`config.mk`:
```
export PLATFORM = sky130hd
export DESIGN_NAME = cau_step
export DESIGN_NICKNAME = d
export VERILOG_FILES = /design/src/rtl/assert_macros.svh /design/src/rtl/cau_pkg.sv /design/src/rtl/cau_step.sv
export SDC_FILE = /design/constraint.sdc
export NUM_CORES = 1
export LEC_CHECK = 0
export BUFFER_PORTS_ARGS = -buffer_cell sky130_fd_sc_hd__buf_2
export CORE_AREA = 2 2 209 211
export CTS_CLUSTER_DIAMETER = 80
export DETAILED_ROUTE_END_ITERATION = 10
export DIE_AREA = 0 0 211 213
export GPL_ROUTABILITY_DRIVEN = 0
export SETUP_SLACK_MARGIN = 0.3
export SYNTH_ARGS = -nofsm -noshare
export SYNTH_HDL_FRONTEND = slang
export SYNTH_SLANG_ARGS = --single-unit
```
`constraint.sdc`:
```
create_clock -name clk -period 0.9 [get_ports clk]
set_clock_uncertainty 0.05 [all_clocks]
set_input_delay 0.09 -clock clk [delete_from_list [all_inputs] [get_ports clk]]
set_output_delay 0.09 -clock clk [all_outputs]
set_load 0.05 [all_outputs]
```
`src/rtl/assert_macros.svh`:
```
// Assertion macros used by the complex arithmetic unit RTL.
// Included by modules that carry concurrent checks; needs clk and rst_n in scope.
`ifndef ASSERT_MACROS_SVH
`define ASSERT_MACROS_SVH

// Plain property check, sampled on clk, off during reset.
`define CAU_ASSERT(label, prop, msg) \
    label: assert property (@(posedge clk) disable iff (!rst_n) (prop)) else $error(msg);

// Implication check: cons must hold in the cycle where ante holds.
`define CAU_ASSERT_IMP(label, ante, cons, msg) \
    label: assert property (@(posedge clk) disable iff (!rst_n) (ante) |-> (cons)) else $error(msg);

`endif

```
`src/rtl/cau_pkg.sv`:
```
// Package for the complex arithmetic unit: action codes, pipeline item type,
// and the 16-bit saturation helper. No dependencies.
`default_nettype none

package cau_pkg;

    localparam logic [2:0] ACT_ADD = 3'd0;
    localparam logic [2:0] ACT_SUB = 3'd1;
    localparam logic [2:0] ACT_MUL = 3'd2;
    localparam logic [2:0] ACT_DIV = 3'd3;
    localparam logic [2:0] ACT_MOD = 3'd4;

    localparam int QW    = 17;  // quotient bits kept by the divider
    localparam int RW    = 48;  // divider remainder width
    localparam int DW    = 32;  // |b|^2 and |a|^2 width
    localparam int SW    = 32;  // square root work width
    localparam int NSTEP = 17;  // iteration stages

    localparam logic [15:0] RES_MAX = 16'h7fff;
    localparam logic [15:0] RES_MIN = 16'h8000;

    typedef struct packed {
        logic        ovf;
        logic [15:0] val;
    } sat_t;

    typedef struct packed {
        logic [2:0]    act;
        logic [15:0]   s_re;
        logic [15:0]   s_im;
        logic          s_ovf;
        logic          dz;
        logic          neg_re;
        logic          neg_im;
        logic          big_re;
        logic          big_im;
        logic [RW-1:0] rem_re;
        logic [RW-1:0] rem_im;
        logic [DW-1:0] den;
        logic [QW-1:0] q_re;
        logic [QW-1:0] q_im;
        logic [SW-1:0] sq_x;
        logic [SW-1:0] sq_r;
    } st_t;

    function automatic sat_t sat34(input logic signed [33:0] v);
        sat_t s;
        if (v > 34'sd32767)
        begin
            s.ovf = 1'b1;
            s.val = RES_MAX;
        end
        else if (v < -34'sd32768)
        begin
            s.ovf = 1'b1;
            s.val = RES_MIN;
        end
        else
        begin
            s.ovf = 1'b0;
            s.val = v[15:0];
        end
        return s;
    endfunction

endpackage

`default_nettype wire

```
`src/rtl/cau_step.sv`:
```
// One iteration stage: a restoring divide step for both quotient parts and,
// from the second stage on, one square root step. Uses cau_pkg.
`default_nettype none

module cau_step #(
    parameter int STEP = 0
) (
    input  logic         clk,
    input  logic         rst_n,
    input  logic         en,
    input  logic         vld_in,
    input  cau_pkg::st_t st_in,
    output logic         vld_out,
    output cau_pkg::st_t st_out
);
    import cau_pkg::*;

    localparam int QI = QW - 1 - STEP;
    localparam int SB = SW - 2 * STEP;

    logic          vld_reg;
    st_t           st_reg;
    st_t           st_next;
    logic [RW-1:0] d_sh;
    logic [SW-1:0] sq_bit;
    logic [SW:0]   sq_t;

    always_comb
    begin
        st_next = st_in;
        d_sh    = RW'(st_in.den) << QI;
        sq_bit  = SW'(1) << SB;
        sq_t    = (SW+1)'(st_in.sq_r) + (SW+1)'(sq_bit);
        if (st_in.rem_re >= d_sh)
        begin
            st_next.rem_re   = st_in.rem_re - d_sh;
            st_next.q_re[QI] = 1'b1;
        end
        if (st_in.rem_im >= d_sh)
        begin
            st_next.rem_im   = st_in.rem_im - d_sh;
            st_next.q_im[QI] = 1'b1;
        end
        if (STEP >= 1)
        begin
            if ((SW+1)'(st_in.sq_x) >= sq_t)
            begin
                st_next.sq_x = st_in.sq_x - sq_t[SW-1:0];
                st_next.sq_r = (st_in.sq_r >> 1) + sq_bit;
            end
            else
            begin
                st_next.sq_r = st_in.sq_r >> 1;
            end
        end
    end

    always_ff @(posedge clk or negedge rst_n)
    begin
        if (!rst_n)
        begin
            vld_reg <= 1'b0;
        end
        else if (en)
        begin
            vld_reg <= vld_in;
        end
    end

    always_ff @(posedge clk)
    begin
        if (en)
        begin
            st_reg <= st_next;
        end
    end

    assign vld_out = vld_reg;
    assign st_out  = st_reg;

endmodule

`default_nettype wire

```
# == Yosys cells after proc, flatten, opt, wreduce, memory -nomap -nowiden ==
# Cells that the tools add are included.
# classes
n_mux,2
order_cmp,2
addsub,2
# op_table
cell,n
greater-or-equal comparator 48 bit,2
2-to-1 mux 48 bit,2
subtractor 48 bit,2
# totals
inputBits,271
ff_bits,268

# == Logic depth before layout (Yosys ltp) ==
# logic_depth
ltp_word,2
mapped_depth,14
ltp_nobuf,12

# == Least setup slack after synthesis ==
# Ideal clock, no wire load.
# synth_timing
kind,input-to-reg
start,input st_in[146] in the netlist's numbering
end,"register st_reg (netlist bit st_out[172]), data pin"
arrival_ps,2513
setup_slack_ps,-1924
required_ps,590
path_stages,12
path_cell_list,inv_1 -> ha_1 -> fa_1 -> nor2b_1 -> o31a_1 -> o31a_1 -> o21ai_0 -> a2111oi_2 -> o211ai_1 -> a21oi_4 -> buf_8 -> mux2_4
# synth_rtl
item,line,text
from (decl),cau_step.sv:12,"input cau_pkg::st_t st_in,"
to (signal assigned),cau_step.sv:74,st_reg <= st_next;
to (decl),cau_step.sv:22,st_t st_reg;

==> flow_summary.toml <==
[run_status]
status = "finished with violations"
violations = "negative hold slack, negative setup slack"

[setup_path]
path_class = "in2reg"
arrival_ns = 2.61
r2r_start = "vld_out"
startpoint_type = "input pin"
critPathCaptureType = "flip-flop"
crit_required_ns = 1.13
crit_fanout = 6
crit_start = "st_in[106]"

[drt]
firstDrtPassIters = 5
wl_met1_um = 21270
routed.top_layer = "met5"
num_vias = 12730
wl_um = 57440
wl_met3_um = 3489
wl_per_cell_um = 21.90
post-route-drc-count = 0
antenna_left = 0
drt_iter0_markers = 747
dr_wl_met2_um = 29740
vias_per_cell = 4.855

[cts]
insertion_delay_ns = 0.55
clock_sinks = 268
cts_made_buffers = 34
cts_hold_buf = 197
clockRootBuffer = "clkbuf_16"
clkSlewWorstSetupHoldPaths_ns = 0.06
cts_tree = "done"
htree_num_levels = 2
clockBufferDepth = 3

[sta]
slew_headroom = 0.5683
max_freq_mhz = 419.7
finalWorstSetupSlack_ns = -1.483
holdWs_ns = -0.2935
period_needed_ns = 2.383
post-route-period-util = 2.647
slew_viol_final = 0
worst_slew_pin_slew_ns = 0.6394
hold_viol = 92
rsz0062_at_grt = "true"
setup_viol = 334

[power_and_ir_drop]
p_int_mw = 30.41
seqPwrFrac = 0.345
powerDensity_nw_per_um2 = 1830
clkPwrFrac = 0.301
power.switching_fraction = 0.3361
p_leak_nw = 10.83
p_sw_mw = 15.40
p_comb_frac = 0.353
vdd_drop_max_v = 0.001184

[global_routing]
grt_pass1_vias = 12990
overflow = 0
track_usage = 0.2376
grt_pass1_wl_um = 79250
antenna_found_initial = 11
grt_max_degree = 55

[yosys]
syn_area_um2 = 12650
synth-edff-count = 267
async_flop_share = 0.003731
synth_ff_type = "edfxtp_1"
synth_compound_gate_area_share = 0.1317
synth_seq_cells = 268
synth-xor-area-share = 0.03323
synth.mux.area_fraction = 0.01306
yosysSeqAreaShare = 0.6358
synth_top_area_frac = 0.6338
synth_fa_ha_area_frac = 0.06647
synth_area_leaders = "edfxtp_1, ha_1, o21ai_0"
synth_top_area_cell = "edfxtp_1"
synth_top_family_by_area = "compound AO/OA/AOI/OAI gates"
synthSimpleGateAreaFrac = 0.09209
synth_area_per_cell_um2 = 13.00
synthCells = 973
yosysWarningCount = 0
synthesis.nets = 1310
synth_cell_types = 68

[worst_hold_path]
min_from = "st_in[98]"
hold_path_class = "in2reg"

[job]
drv_cap = 0

[final_layout]
finalNetCount = 2385
final_area_um2 = 25030
area_growth_pct = 97.90
layout-drive-gt1-share = 0.5514

[floorplan]
die_w_um = 211
die_area_um2 = 44940
core-area_um2 = 42700
start_util = 0.2963
core.rowCount = 76
ioPinCount = 539
dieHeight_um = 213

[place]
numPortBuffers = 538
dpl_cell_area_um2 = 18640
hpwl_um = 40160
critical path, stage by stage:
cell       delay, ns
buf_12          0.09
inv_8           0.04
ha_4            0.26
nand4_1         0.10
or2_1           0.26
nor4_2          0.25
nand4_1         0.21
a2111oi_2       0.34
o211ai_1        0.17
a21oi_4         0.21
buf_6           0.13
buf_16          0.14
mux2_4          0.31
area by class of cell:
class	instances	area, um2
Fill cell	3274	17660
Timing Repair Buffer	1066	9550
Sequential cell	268	8044
Multi-Input combinational cell	627	5384
Clock buffer	35	854.6
Tap cell	546	683.2
Clock inverter	24	256.5
Inverter	51	246.5
Antenna cell	6	15.01
flip-flops by register name, summed over array words and instances, names as in the netlist:
name	count
st_out	267
vld_out	1
cell usage in the layout, fill, tap and decap left out, types with 12 or more instances in the layout:
cell and instances:
buf_4 288, buf_6 281, edfxtp_1 267, buf_2 252
dlygate4sd3_1 194, nor2_1 56, nand2_1 44, a21oi_1 43
ha_1 39, clkbuf_16 38, inv_1 34, o21ai_0 32
o21ai_2 32, a21oi_2 29, a21o_1 28, buf_12 27
xnor2_1 25, ha_4 24, xor2_1 22, nand2_4 18
nand3_1 13, buf_8 12
cell usage after synthesis, drive strengths merged (12+ instances only):
library cell,count
a21o,28
a21oi,75
a31oi,12
clkbuf,16
edfxtp,267
ha,64
inv,51
nand2,70
nand3,14
nor2,71
nor3,12
o21ai,71
xnor2,26
xor2,22
worst paths after layout:
path,to,slack [ns],cells after the start
worst min register to register,vld_out,0.49,1
max in group asynchronous,vld_out,0.89,2
worst max-delay path,st_out[175],-1.48,13
min in group asynchronous,vld_out,-0.19,2
worst min-delay path,st_out[98],-0.29,1
worst max register to register,vld_out,0.07,1
routing by layer:
layer | vias to the layer above | global-route usage
met1 | 6225 | 0.2673
met2 | 513 | 0.4283
met5 | - | 0
li1 | 5853 | -
met4 | 10 | 0.1115
met3 | 133 | 0.05207
repair_timing:
action / CTS / global route
endpoints found under the hold margin: 285 / 91
gates resized for setup: 669 / 133
setup buffers: 18 / 6
pin swaps: 24 / 31
endpoints found under the setup margin: 335 / 338
cloned: 7 / 6
power by group through the flow:
stage                     Combinational [mW]  Sequential [mW]  Clock (mW)
after floorplan                         3.21             19.9           0
after global placement                  12.0             15.7           0
after detailed placement                12.1             15.7           0
after CTS                               15.2             15.8        14.1
after global routing                    16.9             15.9        14.5
final                                   16.2             15.8        13.8
per-stage QoR:
stage | TNS, ns | power (mW) | std cells | setup slack [ns] | util
finish | -183.00 | 45.80 | 2623 | -1.483 | 0.5863
global route | -196.51 | 47.28 | 2622 | -1.555 | 0.5863
CTS | -188.67 | 45.05 | 2608 | -1.456 | 0.5693
detailed placement | -148.91 | 27.85 | 2327 | -2.183 | 0.4366
global placement | -143.31 | 27.75 | 2327 | -2.146 | 0.4366
floorplan | -105.40 | 23.06 | 973 | -1.822 | -
kinds of logic (layout without fill, tap and decap cells):
kind of cell    after synthesis  count (layout)
other cells                   0               6
xor+xnor                     48              48
mux                          14              14
fa+ha+maj                    66              66
simple gates                242             242
flops                       268             268
compound gates              257             257
buf+inv                      78            1176
(Power assumes the default switching activity.)
