==> config.mk <==
export PLATFORM = sky130hd
export DESIGN_NAME = cau_front
export DESIGN_NICKNAME = d
export VERILOG_FILES = /design/src/rtl/assert_macros.svh /design/src/rtl/cau_pkg.sv /design/src/rtl/cau_front.sv
export SDC_FILE = /design/constraint.sdc
export NUM_CORES = 2
export LEC_CHECK = 0
export ABC_AREA = 0
export BUFFER_PORTS_ARGS = -buffer_cell sky130_fd_sc_hd__clkbuf_2
export CORE_MARGIN = 2
export CORE_UTILIZATION = 35
export DETAILED_ROUTE_END_ITERATION = 6
export PLACE_DENSITY = 0.54
export SYNTH_ARGS = -nofsm -noshare
export SYNTH_HDL_FRONTEND = slang
export SYNTH_SLANG_ARGS = --single-unit
export TNS_END_PERCENT = 1
==> constraint.sdc <==
create_clock -name clk -period 5.2 [get_ports clk]
set_input_delay 0.26 -clock clk [delete_from_list [all_inputs] [get_ports clk]]
set_output_delay 0.26 -clock clk [all_outputs]
set_load 0.05 [all_outputs]
==> src/rtl/assert_macros.svh <==
// Assertion macros used by the complex arithmetic unit RTL.
// Included by modules that carry concurrent checks; needs clk and rst_n in scope.
`ifndef ASSERT_MACROS_SVH
`define ASSERT_MACROS_SVH

// Plain property check, sampled on clk, off during reset.
`define CAU_ASSERT(label, prop, msg) \
    label: assert property (@(posedge clk) disable iff (!rst_n) (prop)) else $error(msg);

// Implication check: cons must hold in the cycle where ante holds.
`define CAU_ASSERT_IMP(label, ante, cons, msg) \
    label: assert property (@(posedge clk) disable iff (!rst_n) (ante) |-> (cons)) else $error(msg);

`endif

==> src/rtl/cau_pkg.sv <==
// Package for the complex arithmetic unit: action codes, pipeline item type,
// and the 16-bit saturation helper. No dependencies.
`default_nettype none

package cau_pkg;

    localparam logic [2:0] ACT_ADD = 3'd0;
    localparam logic [2:0] ACT_SUB = 3'd1;
    localparam logic [2:0] ACT_MUL = 3'd2;
    localparam logic [2:0] ACT_DIV = 3'd3;
    localparam logic [2:0] ACT_MOD = 3'd4;

    localparam int QW    = 17;  // quotient bits kept by the divider
    localparam int RW    = 48;  // divider remainder width
    localparam int DW    = 32;  // |b|^2 and |a|^2 width
    localparam int SW    = 32;  // square root work width
    localparam int NSTEP = 17;  // iteration stages

    localparam logic [15:0] RES_MAX = 16'h7fff;
    localparam logic [15:0] RES_MIN = 16'h8000;

    typedef struct packed {
        logic        ovf;
        logic [15:0] val;
    } sat_t;

    typedef struct packed {
        logic [2:0]    act;
        logic [15:0]   s_re;
        logic [15:0]   s_im;
        logic          s_ovf;
        logic          dz;
        logic          neg_re;
        logic          neg_im;
        logic          big_re;
        logic          big_im;
        logic [RW-1:0] rem_re;
        logic [RW-1:0] rem_im;
        logic [DW-1:0] den;
        logic [QW-1:0] q_re;
        logic [QW-1:0] q_im;
        logic [SW-1:0] sq_x;
        logic [SW-1:0] sq_r;
    } st_t;

    function automatic sat_t sat34(input logic signed [33:0] v);
        sat_t s;
        if (v > 34'sd32767)
        begin
            s.ovf = 1'b1;
            s.val = RES_MAX;
        end
        else if (v < -34'sd32768)
        begin
            s.ovf = 1'b1;
            s.val = RES_MIN;
        end
        else
        begin
            s.ovf = 1'b0;
            s.val = v[15:0];
        end
        return s;
    endfunction

endpackage

`default_nettype wire

==> src/rtl/cau_front.sv <==
// Front end of the complex arithmetic unit: products, sums, divider setup.
// Three register stages; uses cau_pkg.
`default_nettype none

module cau_front #(
    parameter int FRAC_BITS = 8
) (
    input  logic               clk,
    input  logic               rst_n,
    input  logic               en,
    input  logic               in_valid,
    input  logic [2:0]         action,
    input  logic signed [15:0] a_re,
    input  logic signed [15:0] a_im,
    input  logic signed [15:0] b_re,
    input  logic signed [15:0] b_im,
    output logic               vld,
    output cau_pkg::st_t       st
);
    import cau_pkg::*;

    localparam int CW = (DW + FRAC_BITS > RW + 1) ? DW + FRAC_BITS : RW + 1;

    // stage 1: products
    logic               v1_reg;
    logic [2:0]         act1_reg;
    logic signed [15:0] ar1_reg, ai1_reg, br1_reg, bi1_reg;
    logic signed [31:0] p_rr_reg, p_ii_reg, p_ri_reg, p_ir_reg, sq0_reg, sq1_reg;
    logic signed [15:0] x0, x1;
    logic signed [31:0] p_rr_next, p_ii_next, p_ri_next, p_ir_next, sq0_next, sq1_next;

    // stage 2: sums
    logic               v2_reg;
    logic [2:0]         act2_reg;
    sat_t               s_re2_reg, s_im2_reg;
    logic [DW-1:0]      den2_reg;
    logic signed [33:0] nre2_reg, nim2_reg;
    sat_t               s_re_next, s_im_next;
    logic signed [33:0] as_re, as_im, mul_re, mul_im;

    // stage 3: divider setup
    logic               v3_reg;
    st_t                st3_reg;
    st_t                st3_next;
    logic [33:0]        mag_re, mag_im;
    logic [CW-1:0]      num_re, num_im, dlim;

    assign x0 = (action == ACT_MOD) ? a_re : b_re;
    assign x1 = (action == ACT_MOD) ? a_im : b_im;
    assign p_rr_next = a_re * b_re;
    assign p_ii_next = a_im * b_im;
    assign p_ri_next = a_re * b_im;
    assign p_ir_next = a_im * b_re;
    assign sq0_next  = x0 * x0;
    assign sq1_next  = x1 * x1;

    always_ff @(posedge clk or negedge rst_n)
    begin
        if (!rst_n)
        begin
            v1_reg <= 1'b0;
            v2_reg <= 1'b0;
            v3_reg <= 1'b0;
        end
        else if (en)
        begin
            v1_reg <= in_valid;
            v2_reg <= v1_reg;
            v3_reg <= v2_reg;
        end
    end

    always_ff @(posedge clk)
    begin
        if (en)
        begin
            act1_reg <= action;
            ar1_reg  <= a_re;
            ai1_reg  <= a_im;
            br1_reg  <= b_re;
            bi1_reg  <= b_im;
            p_rr_reg <= p_rr_next;
            p_ii_reg <= p_ii_next;
            p_ri_reg <= p_ri_next;
            p_ir_reg <= p_ir_next;
            sq0_reg  <= sq0_next;
            sq1_reg  <= sq1_next;
        end
    end

    always_comb
    begin
        if (act1_reg == ACT_SUB)
        begin
            as_re = 34'(ar1_reg) - 34'(br1_reg);
            as_im = 34'(ai1_reg) - 34'(bi1_reg);
        end
        else
        begin
            as_re = 34'(ar1_reg) + 34'(br1_reg);
            as_im = 34'(ai1_reg) + 34'(bi1_reg);
        end
        // floor shift of the full-precision products
        mul_re = (34'(p_rr_reg) - 34'(p_ii_reg)) >>> FRAC_BITS;
        mul_im = (34'(p_ri_reg) + 34'(p_ir_reg)) >>> FRAC_BITS;
        case (act1_reg)
            ACT_ADD, ACT_SUB:
            begin
                s_re_next = sat34(as_re);
                s_im_next = sat34(as_im);
            end
            ACT_MUL:
            begin
                s_re_next = sat34(mul_re);
                s_im_next = sat34(mul_im);
            end
            default:
            begin
                s_re_next = '0;
                s_im_next = '0;
            end
        endcase
    end

    always_ff @(posedge clk)
    begin
        if (en)
        begin
            act2_reg  <= act1_reg;
            s_re2_reg <= s_re_next;
            s_im2_reg <= s_im_next;
            den2_reg  <= DW'(sq0_reg) + DW'(sq1_reg);
            nre2_reg  <= 34'(p_rr_reg) + 34'(p_ii_reg);
            nim2_reg  <= 34'(p_ir_reg) - 34'(p_ri_reg);
        end
    end

    always_comb
    begin
        mag_re = nre2_reg[33] ? 34'(-nre2_reg) : 34'(nre2_reg);
        mag_im = nim2_reg[33] ? 34'(-nim2_reg) : 34'(nim2_reg);
        num_re = CW'(mag_re[DW-1:0]) << FRAC_BITS;
        num_im = CW'(mag_im[DW-1:0]) << FRAC_BITS;
        dlim   = CW'(den2_reg) << QW;

        st3_next.act    = act2_reg;
        st3_next.s_re   = s_re2_reg.val;
        st3_next.s_im   = s_im2_reg.val;
        st3_next.s_ovf  = s_re2_reg.ovf | s_im2_reg.ovf;
        st3_next.dz     = (den2_reg == '0);
        st3_next.neg_re = nre2_reg[33];
        st3_next.neg_im = nim2_reg[33];
        st3_next.big_re = (num_re >= dlim);
        st3_next.big_im = (num_im >= dlim);
        st3_next.rem_re = num_re[RW-1:0];
        st3_next.rem_im = num_im[RW-1:0];
        st3_next.den    = den2_reg;
        st3_next.q_re   = '0;
        st3_next.q_im   = '0;
        st3_next.sq_x   = den2_reg;
        st3_next.sq_r   = '0;
    end

    always_ff @(posedge clk)
    begin
        if (en)
        begin
            st3_reg <= st3_next;
        end
    end

    assign vld = v3_reg;
    assign st  = st3_reg;

endmodule

`default_nettype wire

== Yosys cells after proc, flatten, opt, wreduce, memory -nomap -nowiden ==
Index checks and enable logic that the tools add are counted.
Widths: inputs -> output; s select.

* Register bits after elaboration: 534
* Bits of input ports: 71

* Add/sub/neg operators: 11
* $mul: 6
* Magnitude comparators: 10
* Equality and inequality tests: 3
* Muxes and demuxes: 16
* Bitwise gates (word level): 1
* Reduce and logical (&&, ||, !) cells: 3

{| class="wikitable"
|+ Operators by type and width
! cell !! count
|-
| $mul 16x16->32 || 6
|-
| $mux 17 || 8
|-
| $ge 40x49->1 || 2
|-
| $gt 34x16->1 const B || 2
|-
| $lt 34x16->1 const B || 2
|-
| $mux 34 || 2
|-
| $pmux 17 s2 || 2
|-
| $add 32x32->33 || 2
|-
| $sub 32x32->33 || 2
|-
| $mux 32 || 2
|-
| $neg 32->32 || 2
|-
| $gt 25x16->1 const B || 2
|-
| $lt 25x16->1 const B || 2
|-
| $add 16x16->17 || 2
|-
| $sub 16x16->17 || 2
|-
| $add 32x32->32 || 1
|-
| $logic_not 32->1 || 1
|-
| $mux 16 || 2
|-
| $eq 3x1->1 const B || 1
|-
| $eq 3x2->1 const B || 1
|-
| $eq 3x3->1 const B || 1
|-
| $logic_not 3->1 || 1
|-
| $reduce_or 2->1 || 1
|-
| $or 1x1->1 || 1
|}

== Logic depth before layout (Yosys ltp) ==
* Depth after elaboration: 6
* Depth in mapped cells: 32
* Depth with buffers taken out: 29

== Least setup slack after synthesis ==
No wires, ideal clock.

* Path kind: input to register
* Start point: in action[1]
* End point: reg sq1_reg[30], data pin
* Library setup time: 0.258 ns
* Arrival time: 7.559 ns
* Required time: 4.942 ns
* Setup slack: -2.616 ns
* Stages on the path: 29
* Path through: nor3b_1 > clkbuf_1 > clkbuf_1 > mux2i_1 > clkbuf_1 > clkinv_1 > nand2_1 > inv_1 > fa_1 > inv_1 > fa_1 > fa_1 > fa_1 > inv_1 > fa_1 > fa_1 > ha_1 > a21o_1 > a21o_1 > a21oi_1 > nor2_1 > a21oi_1 > o311ai_0 > and3_1 > o31a_1 > a211oi_1 > inv_1 > a21oi_1 > xnor2_1

* Word-level cells in the longest chain between the ends: 3

{| class="wikitable"
|+ RTL lines
! element !! RTL line !! text
|-
| start, declared || cau_front.sv:12 || <nowiki>input logic [2:0] action,</nowiki>
|-
| $eq 3x3->1 || cau_front.sv:49 || <nowiki>assign x1 = (action == ACT_MOD) ? a_im : b_im;</nowiki>
|-
| $mux 16 || cau_front.sv:49 ||
|-
| $mul 16x16->32 || cau_front.sv:55 || <nowiki>assign sq1_next = x1 * x1;</nowiki>
|-
| net sq1_next[30] || cau_front.sv:30 || <nowiki>logic signed [31:0] p_rr_next, p_ii_next, p_ri_next, p_ir_next, sq0_next, sq1_next;</nowiki>
|-
| end signal, assigned || cau_front.sv:87 || <nowiki>sq1_reg <= sq1_next;</nowiki>
|-
| end, declared || cau_front.sv:28 || <nowiki>logic signed [31:0] p_rr_reg, p_ii_reg, p_ri_reg, p_ir_reg, sq0_reg, sq1_reg;</nowiki>
|}

The timed path passes the listed nets, and every way through them passes these cells.
A chain may end at the register's enable or synchronous reset.

== Worst setup path in the final report ==
* Start point: in action[0]
* End point: reg sq0_reg[28], data pin

* Word-level cells in the longest chain between the ends: 3

{| class="wikitable"
|+ RTL lines
! element !! RTL line !! text
|-
| $eq 3x3->1 || cau_front.sv:48 || <nowiki>assign x0 = (action == ACT_MOD) ? a_re : b_re;</nowiki>
|-
| $mux 16 || cau_front.sv:48 ||
|-
| $mul 16x16->32 || cau_front.sv:54 || <nowiki>assign sq0_next = x0 * x0;</nowiki>
|-
| net sq0_next[28] || cau_front.sv:30 ||
|-
| end signal, assigned || cau_front.sv:86 || <nowiki>sq0_reg <= sq0_next;</nowiki>
|-
| end, declared || cau_front.sv:28 ||
|}

The timed path passes the listed nets, and every way through them passes these cells.

==> flow_metrics.py <==
metrics = {
    "sta": {
        "maxSlewViolCount": 0,
        "final-setup-viol-count": 98,
        "finClkSkew_ns": 0.05305,
        "fmax_mhz": 155.6,
        "post-route-min-period_ns": 6.427,
        "hold_viol": 0,
        "setup_ws_ns": -1.227,
        "period_share_pct": 123.6,
        "rsz0062_at_grt": "yes",
        "max_slew_margin_pct": 23.92,
        "tightestPinTransition_ns": 1.141,
    },
    "floorplan": {
        "die_h_microns": 499.0,
        "core_area_sq_um": 243500,
        "rows": 181,
        "die_w_microns": 499.0,
        "initial_core_util_pct": 35.23,
        "ios": 339,
        "dieArea_sq_um": 249000,
    },
    "cts": {
        "insertion_delay_ns": 0.71,
        "cts_sinks": 532,
        "cts_made_buffers": 69,
        "cts_tree": "yes",
        "htreeDepth": 3,
        "root_buffer": "clkbuf_16",
        "cts_buffer_depth": 3,
        "clkTransAtPathRegs_ns": 0.05,
    },
    "grt": {
        "grt-ovfl-total": 0,
        "use_met2_pct": 36.05,
        "grt_use_total_pct": 22.20,
        "grt_pass1_wl_microns": 418400,
        "grt.busiest_layer": "met2",
        "grt_max_degree": 117,
        "met1_usage_pct": 30.40,
        "antenna_found_initial": 29,
        "grt_pass1_vias": 68520,
        "use_met3_pct": 2.702,
    },
    "synthesis": {
        "syn_inst": 8728,
        "ys_seq_area_share_pct": 18.61,
        "async_reset_ff_share_pct": 0.5639,
        "yosys_warnings": 0,
        "synth_edf_count": 529,
        "synth_flop_cell": "edfxtp_1",
        "synth_area_sq_um": 85770,
        "synth_cell_types": 88,
        "syn_avg_cell_area_sq_um": 9.827,
        "yosys_register_bits": 532,
    },
    "worst_hold_path": {
        "min_from": "a_re[12]",
        "hp-class": "in2reg",
        "holdPathEnd": "ar1_reg[12]$_DFFE_PP_",
        "whs_path_depth": 2,
    },
    "worst_setup_path": {
        "rrSetupSlack_ns": 0.28,
        "arrival_ns": 6.88,
        "start_kind": "primary input",
        "worstSetupPathType": "in2reg",
        "reg2regPathDepth": 19,
        "crit_required_ns": 5.65,
        "critPathMaxFanout": 6,
        "rr_endpoint": "s_im2_reg[5]$_DFFE_PP_",
        "worstReg2RegStart": "act1_reg[2]$_DFFE_PP_",
        "end_kind": "flip-flop",
    },
    "routing": {
        "route.vias.total": 63560,
        "drt_first_pass_iters": 6,
        "drc": 0,
        "drtIter0Drc": 3829,
        "routed_wl_microns": 269000,
        "ant_nets": 0,
        "viasPerCell": 4.806,
        "wl_per_cell_microns": 20.34,
    },
    "outcome": {
        "violations": "setup timing",
        "outcome": "complete, but fails checks",
    },
    "cells_and_area": {
        "final_common_cell": "inv_1",
        "drive_gt1_share_pct": 19.14,
        "design_area_sq_um": 103800,
        "largest_reg_flops": 137,
        "fillers": 23560,
        "nNetsFinal": 12300,
        "layout_common_cells": "inv_1, fa_1, buf_4",
        "syn_to_final_growth_pct": 21.05,
    },
    "place": {
        "gp_congestion": 0.9510,
        "hpwl_microns": 231800,
        "place_area_sq_um": 99240,
        "port_buffers": 240,
    },
    "flow_run": {
        "max_cap_viol_count": 0,
    },
}
[layout make-up]
cell class | count | area [sq um] | share of cell area (%)
Timing Repair Buffer | 1471 | 11730 | 11.30
Multi-Input combinational cell | 5896 | 62170 | 59.88
Inverter | 1991 | 7505 | 7.228
Sequential cell | 532 | 15960 | 15.37
Clock buffer | 78 | 1803 | 1.737
Tap cell | 3202 | 4006 | 3.859
Antenna cell | 9 | 22.52 | 0.02169
Clock inverter | 48 | 624.3 | 0.6013
[kinds of logic (layout without fill, tap and decap cells)]
logic type | count (synthesis) | in the layout | share of synthesized area (%)
AO/OA/AOI/OAI | 925 | 925 | 6.996
XOR/XNOR | 448 | 448 | 4.575
adder cells (fa/ha/maj) | 2263 | 2263 | 46.28
buffers and inverters | 2397 | 3588 | 11.11
flip-flops | 532 | 532 | 18.61
multiplexers | 40 | 40 | 0.4960
other | 1 | 107 | 0.004372
AND/OR/NAND/NOR | 2122 | 2122 | 11.93
[per-stage QoR]
stage               utilization, %  instances  setup TNS (ns)  hold WS [ns]  worst slack, ns
CTS                          42.34      13200          -56.85       0.01557           -1.158
floorplan                        -       8825          -86.86      -0.03559           -1.512
global placement             40.76      13040         -174.02       0.05432           -2.286
global route                 42.64      13220          -81.36       0.04950           -1.403
detailed placement           40.76      13040         -178.71       0.06011           -2.268
finish                       42.65      13230          -61.09       0.06646           -1.227
[worst max-delay path: stages]
cell	delay (ns)
buf_8	0.10
nor3b_4	0.22
buf_12	0.14
buf_12	0.13
buf_12	0.13
mux2i_4	0.28
buf_6	0.14
nor2_4	0.04
fa_1	0.59
inv_2	0.05
fa_2	0.54
fa_1	0.43
fa_1	0.53
inv_2	0.04
fa_1	0.47
fa_1	0.57
ha_4	0.24
nand3_2	0.07
nand2_1	0.05
a41o_1	0.23
o22a_1	0.23
a211o_1	0.30
a221o_2	0.49
a41o_1	0.25
o21ai_1	0.12
nor2b_2	0.15
xnor2_1	0.07
[Yosys cell counts (12+ instances only)]
| cell type | n | area [sq um] |
|---|---|---|
| o21a_1 | 38 | 285.3 |
| nor3b_1 | 13 | 97.59 |
| o211ai_1 | 17 | 127.6 |
| nor3_1 | 84 | 420.4 |
| nand2_1 | 821 | 3082 |
| a21oi_1 | 293 | 1466 |
| o21bai_1 | 59 | 442.9 |
| or3_1 | 30 | 187.7 |
| and3_1 | 35 | 219.0 |
| ha_1 | 747 | 9346 |
| xnor2_1 | 347 | 3039 |
| o41ai_1 | 17 | 148.9 |
| xor2_1 | 101 | 884.6 |
| mux2_2 | 20 | 225.2 |
| a221o_1 | 12 | 120.1 |
| or2_2 | 19 | 118.9 |
| o21ai_0 | 170 | 850.8 |
| and2_1 | 465 | 2909 |
| a211oi_1 | 27 | 202.7 |
| or4_1 | 15 | 112.6 |
| inv_1 | 1975 | 7413 |
| a31o_2 | 12 | 105.1 |
| buf_4 | 132 | 991.0 |
| a21o_1 | 97 | 728.2 |
| fa_1 | 1516 | 30350 |
| nand2b_1 | 91 | 569.3 |
| nand4_1 | 25 | 156.4 |
| clkinv_1 | 14 | 52.55 |
| nor4_1 | 24 | 150.1 |
| o31ai_1 | 38 | 285.3 |
| nand3_1 | 46 | 230.2 |
| clkbuf_1 | 263 | 987.2 |
| mux2i_1 | 20 | 200.2 |
| edfxtp_1 | 529 | 15890 |
| a41oi_1 | 12 | 105.1 |
| nor2b_1 | 57 | 356.6 |
| nor2_1 | 371 | 1393 |
| a31oi_1 | 24 | 150.1 |
[how the worst max path moves through the flow]
stage               cells past startpoint  startpoint                endpoint  slack [ns]
floorplan                              27   action[0]   sq0_reg[28]$_DFFE_PP_       -1.51
global placement                       29     b_im[1]  p_ii_reg[30]$_DFFE_PP_       -2.29
detailed placement                     27     b_im[2]  p_ii_reg[31]$_DFFE_PP_       -2.27
CTS                                    29   action[1]   sq0_reg[28]$_DFFE_PP_       -1.16
global route                           27   action[0]   sq0_reg[28]$_DFFE_PP_       -1.40
finish                                 27   action[0]   sq0_reg[28]$_DFFE_PP_       -1.23
[per-layer routing]
layer | share of wire [%] | wire (microns) | vias up
met5 | 0.024 | 64 | -
met4 | 3.8 | 10330 | 10
met2 | 46 | 124700 | 1604
li1 | - | - | 29290
met3 | 5.3 | 14330 | 304
met1 | 44 | 119600 | 32360
[repair_timing]
item	in CTS	in global routing
endpoints found under the hold margin	11	0
endpoints found under the setup margin	123	135
setup buffers	15	24
hold buffers	10	0
resized for setup	259	136
gates cloned	4	0
pin swaps	108	89
Power is left out: the tool's default activity adds up to more than one toggle a clock period on the data nets, which glitch-free logic cannot reach.
